## src/hdl/dmm_ram.sv

```systemverilog
// Generic single-write, single-read synchronous RAM with registered read.
// No dependencies.
`timescale 1ns / 1ps
`default_nettype none
module dmm_ram #(
  parameter int WIDTH = 32,
  parameter int DEPTH = 64
) (
  input  wire logic                     clk_i,
  input  wire logic                     we_i,
  input  wire logic [$clog2(DEPTH)-1:0] waddr_i,
  input  wire logic [WIDTH-1:0]         wdata_i,
  input  wire logic [$clog2(DEPTH)-1:0] raddr_i,
  output      logic [WIDTH-1:0]         rdata_o
);

  logic [WIDTH-1:0] mem_q [DEPTH];

  always_ff @(posedge clk_i) begin
    if (we_i) begin
      mem_q[waddr_i] <= wdata_i;
    end
    rdata_o <= mem_q[raddr_i];
  end

endmodule
`default_nettype wire

```

## config.mk

```make
export PLATFORM = sky130hd
export DESIGN_NAME = dmm_ram
export DESIGN_NICKNAME = d
export VERILOG_FILES = /design/src/hdl/dmm_ram.sv
export SDC_FILE = /design/constraint.sdc
export NUM_CORES = 2
export LEC_CHECK = 0
export BUFFER_PORTS_ARGS = -buffer_cell sky130_fd_sc_hd__buf_2
export CAP_MARGIN = 20
export CORE_ASPECT_RATIO = 2
export CORE_MARGIN = 5
export CORE_UTILIZATION = 39
export CTS_CLUSTER_DIAMETER = 80
export DETAILED_ROUTE_END_ITERATION = 6
export PLACE_DENSITY = 0.55
export REMOVE_ABC_BUFFERS = 1
export SKIP_CTS_REPAIR_TIMING = 1
export SLEW_MARGIN = 20
export SYNTH_ARGS = -nofsm -noshare
export SYNTH_HDL_FRONTEND = slang
export SYNTH_SLANG_ARGS = --single-unit
export TNS_END_PERCENT = 100
```

## constraint.sdc

```tcl
create_clock -name clk_i -period 4.25 [get_ports clk_i]
set_clock_uncertainty 0.05 [all_clocks]
set_input_delay 0.6375 -clock clk_i [delete_from_list [all_inputs] [get_ports clk_i]]
set_output_delay 0.6375 -clock clk_i [all_outputs]
set_load 0.02 [all_outputs]
```

==> metrics <==
Reg power frac 55.3%; DR WL/cell 34.92 microns; # rows 233; clock sinks 2080; vias 36480; Vias per Instance 5.746; max cap viols 0; Internal Power 32250 uW; core area 0.2009 sq mm; status completed; Longest Clk Path Bufs 4; total gr overflow 0; CTS H-tree lvls 4; Slew HR 21.42%; Post-synth EDFFs 2048; slew of the pin with the lowest slew margin 1.179 ns; CTS Buf Count 179; part of the power in combinational logic 5.8%; endpoints failing setup 0; Main synth FF type edfxtp_1; largest net degree at the start of global routing 65; crit path max fanout 33; Die ar. 0.2109 sq mm; post-layout minimum cycle time 2.890 ns; Slew Limit Fails 0; dpl ws 0.4973 ns; final non-filler cell area 0.08938 sq mm; synth unique cells 34; NetSw 8913 uW; Startpoint Class primary input; Post-DP Area 0.08382 sq mm; Clock Pin Slew Worst Setup and Hold Paths 0.07 ns; Max VDD drop 0.0003115 V; Port Buffers 77; asr flop ratio synth 0%; WS Path Type in2reg; DP HPWL 135900 microns; Die Height 644.5 microns; setup TNS 0 ns; switching share of total power 21.65%; Final Hold Viols 0; sequential fraction of the synthesis area 79.14%; I/O pins 78; Pleak 0.02763 uW; P&R area growth vs syn 13.84%; Synthesis Warnings 0; Antenna Nets Post-Route 0; Horiz. Die Dim 327.3 microns; RSZ-0062 raised after global routing no; Crit. End Element flip-flop; Hold Path Class in2reg; Final #Nets 3672; first-pass GRT wire length 306900 microns; Pre-antenna DRT Iters 5; Tcrit/Tclk final 68.00%; Clock Tree Root clkbuf_16; Clock power frac 38.9%; Peak Freq 346.0 MHz; Post-Synthesis Cell Area 0.07852 sq mm; Mapped Cells 3324; CP required 4.89 ns; min setup slack post-route 1.360 ns; 1st-iter DRT viols 3316; Skew-Pair Late Insertion Delay 0.84 ns; CTS tree done; Pwr Density 460.5 mW/mm^2; final WL 221700 microns; flops & latches, synth 2080; vias in the first global route 37920; Initial Utilization 39.09%; Overall Global Routing Usage 20.85%; # DRC 0; Arr. time, crit path 3.53 ns; Final GP Congestion 0.8292; Synth Area per Inst 23.62 sq um; layout cells sized above 1 30.96%; initial antenna violation count 14
-- placed cells by master (no fill, tap or decap), types with 7 or more instances in the layout --
cell type	netlist	final
clkinvlp_4	0	8
edfxtp_1	2048	2048
a311oi_1	8	8
clkbuf_1	74	35
a22oi_1	12	12
a21oi_1	62	61
clkinv_2	0	31
nor2_1	137	74
buf_12	0	30
clkbuf_16	0	180
buf_4	25	197
dfxtp_1	32	32
nand2_1	26	26
bufinv_16	0	15
nand2b_1	8	7
nor2_4	0	62
mux4_2	544	544
buf_2	57	72
diode_2	0	10
o22ai_1	84	84
mux2i_1	93	93
clkinv_1	0	30
o221ai_1	27	27
nor2b_1	15	14
-- power groups by stage --
stage | Sequential, uW | Combinational (uW) | Clock, uW
after floorplan | 23200 | 841 | 0
after global placement | 23200 | 2410 | 0
after detailed placement | 23200 | 2430 | 0
after CTS | 22800 | 2430 | 16300
after global routing | 22800 | 2480 | 17100
final | 22800 | 2380 | 16000
-- worst paths after layout --
kind / start / to / slack [ns] / cells past startpoint
min reg2reg: mem_q[12][17] / rdata_o[17] / 0.69 / 4
max: raddr_i[0] / rdata_o[5] / 1.36 / 7
max reg2reg: mem_q[47][6] / rdata_o[6] / 1.90 / 5
min: wdata_i[11] / mem_q[42][11] / 0.18 / 1
-- stage by stage --
stage	std cells	utilization (%)	total power [uW]	hold slack [ns]
after global placement	6029	41.73	25640	0.7052
after global routing	6340	44.49	42360	0.1577
after floorplan	3142	-	24080	0.6132
after CTS	6337	44.48	41530	0.2298
after detailed placement	6029	41.73	25670	0.7220
final	6348	44.50	41160	0.1770
-- critical path: stages --
cell and delay, ns:
buf_8 0.42, buf_12 0.37, buf_4 0.30, mux4_2 0.55, mux4_2 0.55, o22ai_1 0.46
nor2_1 0.09
-- synth_stat cells, types with 25 or more instances --
master / number / area (sq um)
edfxtp_1: 2048 / 61500
mux4_2: 544 / 12250
nor2_1: 137 / 514.2
mux2i_1: 93 / 930.9
o22ai_1: 84 / 525.5
clkbuf_1: 74 / 277.8
a21oi_1: 62 / 310.3
buf_2: 57 / 285.3
dfxtp_1: 32 / 640.6
o221ai_1: 27 / 236.5
nand2_1: 26 / 97.59
buf_4: 25 / 187.7
-- final cells by class --
class / instances / area [sq um]
well taps: 2585 / 3234
diodes: 10 / 25.02
fillers: 16620 / 111500
clock inverters: 91 / 847.1
multi-input cells: 1062 / 15980
clock buffers: 217 / 4663
repair buffers: 303 / 2496
flip-flops and latches: 2080 / 62140
-- layer usage --
layer  wire length, microns  global-route usage (%)  vias to the layer above
met5                     44                       0                        -
met4                  12860                   9.749                        6
met3                   9944                   2.205                      349
met2                 121000                   38.70                     1089
met1                  77800                   24.16                    20200
li1                       -                       -                    14830
-- cells by family (layout without fill, tap and decap cells) --
| kind of cell | after synthesis | after routing | synth area share, % |
|---|---|---|---|
| AO/OA/AOI/OAI | 202 | 202 | 1.673 |
| multiplexers | 637 | 637 | 16.79 |
| buffers and inverters | 182 | 611 | 1.128 |
| other | 0 | 10 | 0 |
| flip-flops | 2080 | 2080 | 79.14 |
| AND/OR/NAND/NOR | 223 | 223 | 1.265 |
-- registers in the layout, summed over array words and instances (netlist names) --
signal	flops
mem_q	2048
rdata_o	32
Power figures use the tool's default switching activity.
